File: src/design/bfha_pkg.sv
`timescale 1ns / 1ps
package bfha_pkg;

	localparam int CMD_W   = 2;
	localparam int REQ_W   = 13;
	localparam int ADDR_W  = 12;
	localparam int STAT_W  = 2;
	localparam int BYTES_W = 13;

	localparam logic [CMD_W-1:0] CMD_ALLOC = 2'd0;
	localparam logic [CMD_W-1:0] CMD_FREE  = 2'd1;
	localparam logic [CMD_W-1:0] CMD_QUERY = 2'd2;

	localparam logic [STAT_W-1:0] ST_OK       = 2'd0;
	localparam logic [STAT_W-1:0] ST_NO_FIT   = 2'd1;
	localparam logic [STAT_W-1:0] ST_BAD_FREE = 2'd2;

	localparam int ALIGN_BYTES     = 4;
	localparam int SPLIT_MIN_BYTES = 8;

	typedef struct packed {
		logic load;
		logic scan;
		logic decide;
		logic shift;
		logic wr_a;
		logic wr_b;
		logic out_load;
	} bfha_cmd_t;

	typedef struct packed {
		logic scan_done;
		logic plan_write;
		logic plan_shift;
		logic split;
		logic shift_done;
	} bfha_stat_t;

endpackage

File: src/design/bfha_req_if.sv
`timescale 1ns / 1ps
interface bfha_req_if;
	import bfha_pkg::*;
	logic                valid;
	logic                ready;
	logic [CMD_W-1:0]    command;
	logic [REQ_W-1:0]    request_size;
	logic [ADDR_W-1:0]   free_address;

	modport source (output valid, output command, output request_size, output free_address,
		input ready);
	modport sink (input valid, input command, input request_size, input free_address,
		output ready);
endinterface

File: src/design/bfha_rsp_if.sv
`timescale 1ns / 1ps
interface bfha_rsp_if;
	import bfha_pkg::*;
	logic                valid;
	logic                ready;
	logic [STAT_W-1:0]   status;
	logic [ADDR_W-1:0]   payload_address;
	logic [BYTES_W-1:0]  free_bytes;
	logic [BYTES_W-1:0]  used_bytes;
	logic [BYTES_W-1:0]  peak_bytes;

	modport source (output valid, output status, output payload_address, output free_bytes,
		output used_bytes, output peak_bytes, input ready);
	modport sink (input valid, input status, input payload_address, input free_bytes,
		input used_bytes, input peak_bytes, output ready);
endinterface

File: src/design/best_fit_heap_allocator.sv
`timescale 1ns / 1ps
// Best-fit heap allocator with coalescing over an address-ordered block table held in a
// single-port-write, single-port-read memory. Each transaction on req (allocate, free or
// query) gives one transaction on rsp with status, payload offset and the free, used and peak
// byte counts. An item walks the table once, one entry per cycle; an allocate that splits or
// a free that merges then moves the entries above the chosen block by one entry per cycle.
// A new request is taken while a finished response still waits in the output register.
module best_fit_heap_allocator #(
	parameter int HEAP_BYTES   = 4096,
	parameter int HEADER_BYTES = 12,
	parameter int MAX_BLOCKS   = 64
) (
	input  logic      clk,
	input  logic      arst_n,
	bfha_req_if.sink   req,
	bfha_rsp_if.source rsp
);
	import bfha_pkg::*;

	bfha_cmd_t  cmd;
	bfha_stat_t stat;

	bfha_ctrl u_ctrl (
		.clk       (clk),
		.arst_n    (arst_n),
		.req_valid (req.valid),
		.req_ready (req.ready),
		.rsp_valid (rsp.valid),
		.rsp_ready (rsp.ready),
		.stat      (stat),
		.cmd       (cmd)
	);

	bfha_dp #(
		.HEAP_BYTES   (HEAP_BYTES),
		.HEADER_BYTES (HEADER_BYTES),
		.MAX_BLOCKS   (MAX_BLOCKS)
	) u_dp (
		.clk             (clk),
		.arst_n          (arst_n),
		.cmd             (cmd),
		.stat            (stat),
		.command         (req.command),
		.request_size    (req.request_size),
		.free_address    (req.free_address),
		.status          (rsp.status),
		.payload_address (rsp.payload_address),
		.free_bytes      (rsp.free_bytes),
		.used_bytes      (rsp.used_bytes),
		.peak_bytes      (rsp.peak_bytes)
	);
endmodule

File: src/design/bfha_ctrl.sv
`timescale 1ns / 1ps
module bfha_ctrl (
	input  logic                 clk,
	input  logic                 arst_n,
	input  logic                 req_valid,
	output logic                 req_ready,
	output logic                 rsp_valid,
	input  logic                 rsp_ready,
	input  bfha_pkg::bfha_stat_t stat,
	output bfha_pkg::bfha_cmd_t  cmd
);
	import bfha_pkg::*;

	typedef enum logic [2:0] {
		S_IDLE,
		S_SCAN,
		S_DECIDE,
		S_SHIFT,
		S_WR_A,
		S_WR_B,
		S_FIN
	} state_t;

	state_t state_q;
	logic   out_valid_q;

	assign req_ready = (state_q == S_IDLE);
	assign rsp_valid = out_valid_q;

	always_comb begin
		cmd          = '0;
		cmd.load     = (state_q == S_IDLE) && req_valid;
		cmd.scan     = (state_q == S_SCAN);
		cmd.decide   = (state_q == S_DECIDE);
		cmd.shift    = (state_q == S_SHIFT);
		cmd.wr_a     = (state_q == S_WR_A);
		cmd.wr_b     = (state_q == S_WR_B);
		cmd.out_load = (state_q == S_FIN) && (!out_valid_q || rsp_ready);
	end

	always_ff @(posedge clk or negedge arst_n) begin
		if (!arst_n) begin
			state_q     <= S_IDLE;
			out_valid_q <= 1'b0;
		end else begin
			if (cmd.out_load) begin
				out_valid_q <= 1'b1;
			end else if (rsp_ready) begin
				out_valid_q <= 1'b0;
			end
			unique case (state_q)
				S_IDLE: begin
					if (req_valid) begin
						state_q <= S_SCAN;
					end
				end
				S_SCAN: begin
					if (stat.scan_done) begin
						state_q <= S_DECIDE;
					end
				end
				S_DECIDE: begin
					priority if (!stat.plan_write) begin
						state_q <= S_FIN;
					end else if (stat.plan_shift) begin
						state_q <= S_SHIFT;
					end else begin
						state_q <= S_WR_A;
					end
				end
				S_SHIFT: begin
					if (stat.shift_done) begin
						state_q <= S_WR_A;
					end
				end
				S_WR_A: begin
					state_q <= stat.split ? S_WR_B : S_FIN;
				end
				S_WR_B: begin
					state_q <= S_FIN;
				end
				S_FIN: begin
					if (cmd.out_load) begin
						state_q <= S_IDLE;
					end
				end
				default: begin
					state_q <= S_IDLE;
				end
			endcase
		end
	end
endmodule

File: src/design/bfha_dp.sv
`timescale 1ns / 1ps
module bfha_dp #(
	parameter int HEAP_BYTES   = 4096,
	parameter int HEADER_BYTES = 12,
	parameter int MAX_BLOCKS   = 64
) (
	input  logic                          clk,
	input  logic                          arst_n,
	input  bfha_pkg::bfha_cmd_t           cmd,
	output bfha_pkg::bfha_stat_t          stat,
	input  logic [bfha_pkg::CMD_W-1:0]    command,
	input  logic [bfha_pkg::REQ_W-1:0]    request_size,
	input  logic [bfha_pkg::ADDR_W-1:0]   free_address,
	output logic [bfha_pkg::STAT_W-1:0]   status,
	output logic [bfha_pkg::ADDR_W-1:0]   payload_address,
	output logic [bfha_pkg::BYTES_W-1:0]  free_bytes,
	output logic [bfha_pkg::BYTES_W-1:0]  used_bytes,
	output logic [bfha_pkg::BYTES_W-1:0]  peak_bytes
);
	import bfha_pkg::*;

	localparam int PW = $clog2(HEAP_BYTES + 1);
	localparam int XW = ((PW > REQ_W) ? PW : REQ_W) + 2;
	localparam int EW = PW + 1;
	localparam int IW = $clog2(MAX_BLOCKS);
	localparam int CW = $clog2(MAX_BLOCKS + 1);

	localparam logic [XW-1:0] HDR       = XW'(HEADER_BYTES);
	localparam logic [XW-1:0] HEAPX     = XW'(HEAP_BYTES);
	localparam logic [XW-1:0] SPLIT_MIN = XW'(SPLIT_MIN_BYTES);
	localparam logic [XW-1:0] ALIGN_M1  = XW'(ALIGN_BYTES - 1);
	localparam logic [CW-1:0] MAXC      = CW'(MAX_BLOCKS);
	localparam logic [EW-1:0] INIT_ENT  = {1'b1, PW'(HEAP_BYTES - HEADER_BYTES)};

	logic [EW-1:0] mem [MAX_BLOCKS];
	logic          w0_q;

	logic [CW-1:0]     cnt_q;
	logic [PW-1:0]     used_q, peak_q;
	logic [CMD_W-1:0]  cmd_q;
	logic [XW-1:0]     need_q;
	logic [ADDR_W-1:0] faddr_q;

	logic [CW-1:0] rd_idx_q;
	logic          vld_s1, shv_s1;
	logic [CW-1:0] idx_s1;
	logic [EW-1:0] rdata_s1;

	logic [XW-1:0] pos_q;
	logic [EW-1:0] prev_q;
	logic          found_q;
	logic [CW-1:0] best_idx_q;
	logic [XW-1:0] best_size_q, best_pos_q;
	logic          hit_q, want_next_q, next_valid_q;
	logic [CW-1:0] hit_idx_q;
	logic [EW-1:0] hit_ent_q, hprev_q, next_q;

	logic [CW-1:0] sh_src_q, sh_left_q;
	logic          sh_up_q;
	logic [1:0]    sh_r_q;
	logic          split_q;
	logic [CW-1:0] wa_addr_q, wb_addr_q;
	logic [EW-1:0] wa_data_q, wb_data_q;
	logic [STAT_W-1:0] res_status_q;
	logic [ADDR_W-1:0] res_addr_q;

	// read port
	logic          scan_rd, shift_rd, rd_en;
	logic [CW-1:0] rd_addr;
	assign scan_rd  = cmd.scan && (rd_idx_q < cnt_q);
	assign shift_rd = cmd.shift && (sh_left_q != '0);
	assign rd_en    = scan_rd || shift_rd;
	assign rd_addr  = shift_rd ? sh_src_q : rd_idx_q;

	// write port
	logic          wr_en;
	logic [CW-1:0] wr_addr;
	logic [EW-1:0] wr_data;
	always_comb begin
		wr_en   = 1'b0;
		wr_addr = wa_addr_q;
		wr_data = wa_data_q;
		priority if (vld_s1 && shv_s1) begin
			wr_en   = 1'b1;
			wr_addr = sh_up_q ? (idx_s1 + CW'(1)) : (idx_s1 - CW'(sh_r_q));
			wr_data = rdata_s1;
		end else if (cmd.wr_a) begin
			wr_en = 1'b1;
		end else if (cmd.wr_b) begin
			wr_en   = 1'b1;
			wr_addr = wb_addr_q;
			wr_data = wb_data_q;
		end
	end

	always_ff @(posedge clk) begin
		if (wr_en) begin
			mem[wr_addr[IW-1:0]] <= wr_data;
		end
		if (rd_en) begin
			rdata_s1 <= (rd_addr == '0 && !w0_q) ? INIT_ENT : mem[rd_addr[IW-1:0]];
		end
	end

	// scan view of the returned entry
	logic [XW-1:0] ent_size;
	logic          ent_free;
	assign ent_size = XW'(rdata_s1[PW-1:0]);
	assign ent_free = rdata_s1[PW];

	// decision
	logic          split_c, alloc_ok, free_ok, prev_fr, next_fr;
	logic [1:0]    r_c;
	logic [CW-1:0] target_c, sh_left_c, sh_src_c;
	logic [XW-1:0] merged_c, used_new_c;
	always_comb begin
		split_c  = (best_size_q >= need_q + HDR + SPLIT_MIN) && (cnt_q < MAXC);
		alloc_ok = (cmd_q == CMD_ALLOC) && found_q;
		free_ok  = (cmd_q == CMD_FREE) && (faddr_q != '0) && hit_q && !hit_ent_q[PW];
		prev_fr  = (hit_idx_q != '0) && hprev_q[PW];
		next_fr  = next_valid_q && next_q[PW];
		r_c      = {1'b0, prev_fr} + {1'b0, next_fr};
		target_c = hit_idx_q - CW'(prev_fr);
		merged_c = (prev_fr ? (XW'(hprev_q[PW-1:0]) + HDR) : '0)
			+ XW'(hit_ent_q[PW-1:0])
			+ (next_fr ? (XW'(next_q[PW-1:0]) + HDR) : '0);
		sh_left_c  = '0;
		sh_src_c   = '0;
		used_new_c = XW'(used_q);
		if (alloc_ok) begin
			used_new_c = XW'(used_q) + (split_c ? need_q : best_size_q);
			sh_src_c   = cnt_q - CW'(1);
			if (split_c) begin
				sh_left_c = cnt_q - best_idx_q - CW'(1);
			end
		end else if (free_ok) begin
			used_new_c = XW'(used_q) - XW'(hit_ent_q[PW-1:0]);
			sh_src_c   = target_c + CW'(1) + CW'(r_c);
			if (r_c != '0) begin
				sh_left_c = cnt_q - target_c - CW'(1) - CW'(r_c);
			end
		end
	end

	assign stat.scan_done  = (rd_idx_q == cnt_q) && !vld_s1;
	assign stat.plan_write = alloc_ok || free_ok;
	assign stat.plan_shift = (alloc_ok || free_ok) && (sh_left_c != '0);
	assign stat.split      = split_q;
	assign stat.shift_done = (sh_left_q == '0) && !vld_s1;

	always_ff @(posedge clk or negedge arst_n) begin
		if (!arst_n) begin
			w0_q      <= 1'b0;
			cnt_q     <= CW'(1);
			used_q    <= '0;
			peak_q    <= '0;
			vld_s1    <= 1'b0;
			rd_idx_q  <= '0;
			sh_left_q <= '0;
		end else begin
			if (wr_en && wr_addr == '0) begin
				w0_q <= 1'b1;
			end
			vld_s1 <= rd_en;
			if (scan_rd) begin
				rd_idx_q <= rd_idx_q + CW'(1);
			end
			if (cmd.load) begin
				rd_idx_q <= '0;
			end
			if (shift_rd) begin
				sh_left_q <= sh_left_q - CW'(1);
			end
			if (cmd.decide) begin
				sh_left_q <= sh_left_c;
				used_q    <= PW'(used_new_c);
				if (used_new_c > XW'(peak_q)) begin
					peak_q <= PW'(used_new_c);
				end
				if (alloc_ok && split_c) begin
					cnt_q <= cnt_q + CW'(1);
				end else if (free_ok) begin
					cnt_q <= cnt_q - CW'(r_c);
				end
			end
		end
	end

	always_ff @(posedge clk) begin
		if (rd_en) begin
			shv_s1 <= shift_rd;
			idx_s1 <= rd_addr;
		end
		if (shift_rd) begin
			sh_src_q <= sh_up_q ? (sh_src_q - CW'(1)) : (sh_src_q + CW'(1));
		end
		if (cmd.load) begin
			cmd_q        <= command;
			need_q       <= (XW'(request_size) + ALIGN_M1) & ~ALIGN_M1;
			faddr_q      <= free_address;
			pos_q        <= '0;
			prev_q       <= '0;
			found_q      <= 1'b0;
			hit_q        <= 1'b0;
			want_next_q  <= 1'b0;
			next_valid_q <= 1'b0;
		end else if (vld_s1 && !shv_s1) begin
			pos_q  <= pos_q + HDR + ent_size;
			prev_q <= rdata_s1;
			if (ent_free && ent_size >= need_q && (!found_q || ent_size < best_size_q)) begin
				found_q     <= 1'b1;
				best_idx_q  <= idx_s1;
				best_size_q <= ent_size;
				best_pos_q  <= pos_q;
			end
			if (!hit_q && (pos_q + HDR == XW'(faddr_q))) begin
				hit_q       <= 1'b1;
				hit_idx_q   <= idx_s1;
				hit_ent_q   <= rdata_s1;
				hprev_q     <= prev_q;
				want_next_q <= 1'b1;
			end else if (want_next_q) begin
				next_q       <= rdata_s1;
				next_valid_q <= 1'b1;
				want_next_q  <= 1'b0;
			end
		end
		if (cmd.decide) begin
			split_q    <= alloc_ok && split_c;
			sh_src_q   <= sh_src_c;
			sh_up_q    <= alloc_ok;
			sh_r_q     <= r_c;
			res_addr_q <= '0;
			if (alloc_ok) begin
				wa_addr_q    <= best_idx_q;
				wa_data_q    <= {1'b0, PW'(split_c ? need_q : best_size_q)};
				wb_addr_q    <= best_idx_q + CW'(1);
				wb_data_q    <= {1'b1, PW'(best_size_q - need_q - HDR)};
				res_status_q <= ST_OK;
				res_addr_q   <= ADDR_W'(best_pos_q + HDR);
			end else if (free_ok) begin
				wa_addr_q    <= target_c;
				wa_data_q    <= {1'b1, PW'(merged_c)};
				res_status_q <= ST_OK;
			end else if (cmd_q == CMD_ALLOC) begin
				res_status_q <= ST_NO_FIT;
			end else if (cmd_q == CMD_FREE && faddr_q != '0) begin
				res_status_q <= ST_BAD_FREE;
			end else begin
				res_status_q <= ST_OK;
			end
		end
		if (cmd.out_load) begin
			status          <= res_status_q;
			payload_address <= res_addr_q;
			free_bytes      <= BYTES_W'(HEAPX - HDR * XW'(cnt_q) - XW'(used_q));
			used_bytes      <= BYTES_W'(XW'(used_q));
			peak_bytes      <= BYTES_W'(XW'(peak_q));
		end
	end
endmodule

File: src/flat_wrapper.sv
// flat-port wrapper written by rule: the top's interface ports become plain ports
module best_fit_heap_allocator_flat import bfha_pkg::*;
#(
	parameter int HEAP_BYTES   = 4096,
	parameter int HEADER_BYTES = 12,
	parameter int MAX_BLOCKS   = 64
)
  (clk, arst_n, req_valid, req_command, req_request_size, req_free_address, req_ready, rsp_valid, rsp_status, rsp_payload_address, rsp_free_bytes, rsp_used_bytes, rsp_peak_bytes, rsp_ready);
  bfha_req_if req_i ();
  bfha_rsp_if rsp_i ();
  input  logic clk;
  input  logic arst_n;
  input wire logic [$bits(req_i.valid)-1:0] req_valid;
  input wire logic [$bits(req_i.command)-1:0] req_command;
  input wire logic [$bits(req_i.request_size)-1:0] req_request_size;
  input wire logic [$bits(req_i.free_address)-1:0] req_free_address;
  output wire logic [$bits(req_i.ready)-1:0] req_ready;
  output wire logic [$bits(rsp_i.valid)-1:0] rsp_valid;
  output wire logic [$bits(rsp_i.status)-1:0] rsp_status;
  output wire logic [$bits(rsp_i.payload_address)-1:0] rsp_payload_address;
  output wire logic [$bits(rsp_i.free_bytes)-1:0] rsp_free_bytes;
  output wire logic [$bits(rsp_i.used_bytes)-1:0] rsp_used_bytes;
  output wire logic [$bits(rsp_i.peak_bytes)-1:0] rsp_peak_bytes;
  input wire logic [$bits(rsp_i.ready)-1:0] rsp_ready;
  assign req_i.valid = req_valid;
  assign req_i.command = req_command;
  assign req_i.request_size = req_request_size;
  assign req_i.free_address = req_free_address;
  assign req_ready = req_i.ready;
  assign rsp_valid = rsp_i.valid;
  assign rsp_status = rsp_i.status;
  assign rsp_payload_address = rsp_i.payload_address;
  assign rsp_free_bytes = rsp_i.free_bytes;
  assign rsp_used_bytes = rsp_i.used_bytes;
  assign rsp_peak_bytes = rsp_i.peak_bytes;
  assign rsp_i.ready = rsp_ready;
  best_fit_heap_allocator #(.HEAP_BYTES(HEAP_BYTES), .HEADER_BYTES(HEADER_BYTES), .MAX_BLOCKS(MAX_BLOCKS)) u_core (.clk(clk), .arst_n(arst_n), .req(req_i), .rsp(rsp_i));
endmodule
File: config.mk
export PLATFORM = sky130hd
export DESIGN_NAME = best_fit_heap_allocator_flat
export DESIGN_NICKNAME = d
export VERILOG_FILES = /design/src/design/bfha_pkg.sv /design/src/design/bfha_req_if.sv /design/src/design/bfha_rsp_if.sv /design/src/design/best_fit_heap_allocator.sv /design/src/design/bfha_ctrl.sv /design/src/design/bfha_dp.sv /design/src/flat_wrapper.sv
export SDC_FILE = /design/constraint.sdc
export NUM_CORES = 2
export LEC_CHECK = 0
export BUFFER_PORTS_ARGS = -buffer_cell sky130_fd_sc_hd__buf_2
export CORE_UTILIZATION = 31
export CTS_BUF_LIST = sky130_fd_sc_hd__clkbuf_2 sky130_fd_sc_hd__clkbuf_4 sky130_fd_sc_hd__clkbuf_8
export CTS_CLUSTER_DIAMETER = 30
export DETAILED_ROUTE_END_ITERATION = 12
export GPL_ROUTABILITY_DRIVEN = 0
export PLACE_DENSITY_LB_ADDON = 0.25
export SLEW_MARGIN = 0
export SYNTH_ARGS = -nofsm -noshare
export SYNTH_HDL_FRONTEND = slang
export SYNTH_SLANG_ARGS = --single-unit
File: constraint.sdc
create_clock -name clk -period 6.5 [get_ports clk]
set_input_delay 0.975 -clock clk [delete_from_list [all_inputs] [get_ports clk]]
set_output_delay 0.975 -clock clk [all_outputs]
set_load 0.01 [all_outputs]
==> reports/results.ini <==
[outcome]
outcome = complete, no violations

[yosys]
avgSynthCellArea_um2 = 12.9
yosysTopAreaCellShare = 0.611
yosys.area.top_type = edfxtp_1
synth_area_leaders = edfxtp_1, mux2i_1, ha_1
synthFlopType = edfxtp_1
synth_seq_cells = 1229
ys_warn_count = 0
seq_area_frac_synth = 0.647
postSynthCellCount = 4360
syn-cell-area_mm2 = 0.0561
synth_edf_count = 1143
synthArstFlopShare = 0.0431
synth_cell_types = 87
syn_nets = 4626

[clocking]
cts_sinks = 1229
path_clk_slew_ns = 0.05
h-tree-depth = 5
hold_buffers = 0
cts_tree = yes
insertion_delay_ns = 1.03
clockRootBuffer = clkbuf_8
cts_buffers = 289
cts_buffer_depth = 4

[hold_path]
min_from = req_free_address[6]
hold_path_class = in -> reg

[timing]
slew_viol_final = 0
slew_headroom = 0.210
clock.fmax_mhz = 163
setup_ws_ns = 0.347
tightest_slew_ns = 1.18
final.setup.tns_ns = 0
hold_violations = 0
setup_viol_count_final = 0
min_period_ns = 6.15
clock_skew_ns = 0.0910
post-route-period-util = 0.947

[layout]
drive_gt1_frac = 0.167
fin_nets = 4982
fill_cells = 17400
fin_util = 0.371
final_cell_mix = edfxtp_1, nand2_1, clkbuf_8
instances_no_fill = 7277
syn_to_final_growth_pct = 18.4
mostFrequentLayoutCell = edfxtp_1

[floorplanning]
die_h_um = 428
die_w_um = 428
coreArea_mm2 = 0.179
std_cell_rows = 155
die_area_mm2 = 0.183
initial_core_util = 0.313
design.portCount = 86

[power_and_ir_drop]
cellLeakagePower_nw = 24.0
ir_drop_uv = 503
powerDensity_mw_per_mm2 = 449

[global_route]
grtUsageTotal = 0.174
grt_pass1_wl_um = 236000
grt_pass1_vias = 36000
gr-total-overflow = 0
grt_max_degree = 129
antenna_found_initial = 3

[run]
cap_viol_max_count = 0

[worst_setup_path]
cpPeakStageDelay_ns = 0.39
cp-start-kind = flip-flop
crit_path_start = u_core.u_dp.need_q[2]
path_class = reg -> reg
cp_num_buf_inv = 6
crit_family = compound AO/OA/AOI/OAI gates
r2r-start = u_core.u_dp.need_q[2]
crit_top_cell = buf_4
cp.required_ns = 7.31
cp.arrival_ns = 6.96
cp-end-kind = flip-flop
slowest_stage = edfxtp_1
critPathMaxFanout = 6

[route]
vias = 36400
antenna_left = 0
drt_iter0_drc = 2780
drc = 0
wirelength_um = 160000
via_per_inst = 5.00
dr.pass1.iters = 6
wire_per_inst_um = 22.0

[placement]
pre_cts_slack_ns = -0.107
dp.cells = 6775
dp.final_hpwl_um = 103000
numPortBuffers = 85

-- cell type report --
| class | count | area (um^2) | area share |
|---|---|---|---|
| Sequential cell | 1229 | 36300 | 0.546 |
| Timing Repair Buffer | 257 | 1800 | 0.0271 |
| Multi-Input combinational cell | 2723 | 18600 | 0.280 |
| Clock inverter | 141 | 1480 | 0.0223 |
| Clock buffer | 349 | 4500 | 0.0677 |
| Inverter | 216 | 832 | 0.0125 |
| Antenna cell | 7 | 17.5 | 0.000263 |
| Tap cell | 2355 | 2950 | 0.0443 |
-- worst reg2reg max path: cells and delay by family (launching register included) --
| family | cells | cell delay (ns) |
|---|---|---|
| adder cells (fa/ha/maj) | 4 | 1.18 |
| AO/OA/AOI/OAI | 15 | 2.55 |
| buffers and inverters | 6 | 0.93 |
| XOR/XNOR | 1 | 0.15 |
| flip-flops | 1 | 0.39 |
| multiplexers | 1 | 0.33 |
| AND/OR/NAND/NOR | 5 | 0.47 |
-- final timing paths --
kind / slack (ns) / cells past startpoint / to
hold reg to reg: 0.39 / 0 / u_core.u_dp.hprev_q[5]
max in group asynchronous: 5.78 / 2 / u_core.u_dp.peak_q[8]
setup / recovery: 0.35 / 32 / u_core.u_dp.peak_q[8]
min in group asynchronous: 0.18 / 2 / u_core.u_dp.w0_q
setup reg to reg: 0.35 / 32 / u_core.u_dp.peak_q[8]
hold / removal: 0.16 / 1 / u_core.u_dp.faddr_q[6]
-- cell families (layout without fill, tap and decap cells) --
kind of cell    after synthesis  in the layout  synth area share
simple gates               1351           1351             0.105
flops                      1229           1229             0.647
compound gates              655            655            0.0781
buf+inv                     408            963            0.0311
mux                         304            304            0.0549
fa+ha+maj                   235            235            0.0557
xor+xnor                    178            178            0.0278
other cells                   0              7                 0
-- cells in the mapped netlist, drive strengths merged (5+ instances only) --
master	count
a31oi	68
a22o	21
o21a	19
xnor2	112
and2	5
o221ai	61
dfxtp	33
o21ai	114
ha	210
nand4	17
nand2	670
or3	14
nor2b	26
buf	99
xor2	66
nor3b	6
mux2	18
and3	18
a21o	34
o211ai	6
dfrtp	52
a221oi	11
o21bai	10
a21oi	168
a211oi	7
nand3b	7
nor3	33
fa	25
nand2b	21
clkbuf	93
inv	216
nor4	16
nor2	213
edfxtp	1143
nand3	287
a2111oi	5
a21boi	11
mux2i	286
o31ai	11
a22oi	16
o22ai	10
o2111ai	52
-- metrics by stage --
stage / cell area [um^2] / power (mW) / hold slack [ns]
after floorplan: 56100 / 17.0 / 0.400
after global placement: 60300 / 20.4 / 0.405
after detailed placement: 60300 / 20.5 / 0.405
after CTS: 66300 / 30.0 / 0.0656
after global routing: 66500 / 31.4 / 0.0703
final: 66500 / 29.9 / 0.160
-- per-layer routing --
| layer | global-route usage | part of all wire | vias to the layer above |
|---|---|---|---|
| met4 | 0.0583 | 0.027 | 0 |
| met2 | 0.283 | 0.47 | 1047 |
| met1 | 0.234 | 0.45 | 18100 |
| met3 | 0.0287 | 0.051 | 283 |
| met5 | 0 | 0 | - |
| li1 | - | - | 16900 |
-- what timing repair did --
action	4_1_cts	5_1_grt
gates resized for setup	4	44
setup endpoints to repair	13	13
setup buffers	2	3
pin swaps	0	19
-- where the power goes --
group	switching, mW	internal, mW	total [mW]
Combinational	6.51	3.43	9.94
Clock	3.62	5.73	9.35
Sequential	0.634	9.95	10.6
-- flip-flops by register name, indices dropped and copies added (netlist names), 12 cells and up --
register,flops
u_core.u_dp.free_bytes,13
u_core.u_dp.best_size_q,13
u_core.u_dp.hit_ent_q,14
u_core.u_dp.res_addr_q,12
u_core.u_dp.used_q,13
u_core.u_dp.payload_address,12
u_core.u_dp.prev_q,14
u_core.u_dp.next_q,14
u_core.u_dp.wa_data_q,14
u_core.u_dp.mem,896
u_core.u_dp.hprev_q,14
u_core.u_dp.need_q,12
u_core.u_dp.rdata_s1,14
u_core.u_dp.pos_q,15
u_core.u_dp.used_bytes,12
u_core.u_dp.peak_bytes,13
u_core.u_dp.peak_q,13
u_core.u_dp.faddr_q,12
u_core.u_dp.best_pos_q,12
u_core.u_dp.wb_data_q,13
Note: power is estimated with default switching activity, not from simulation.
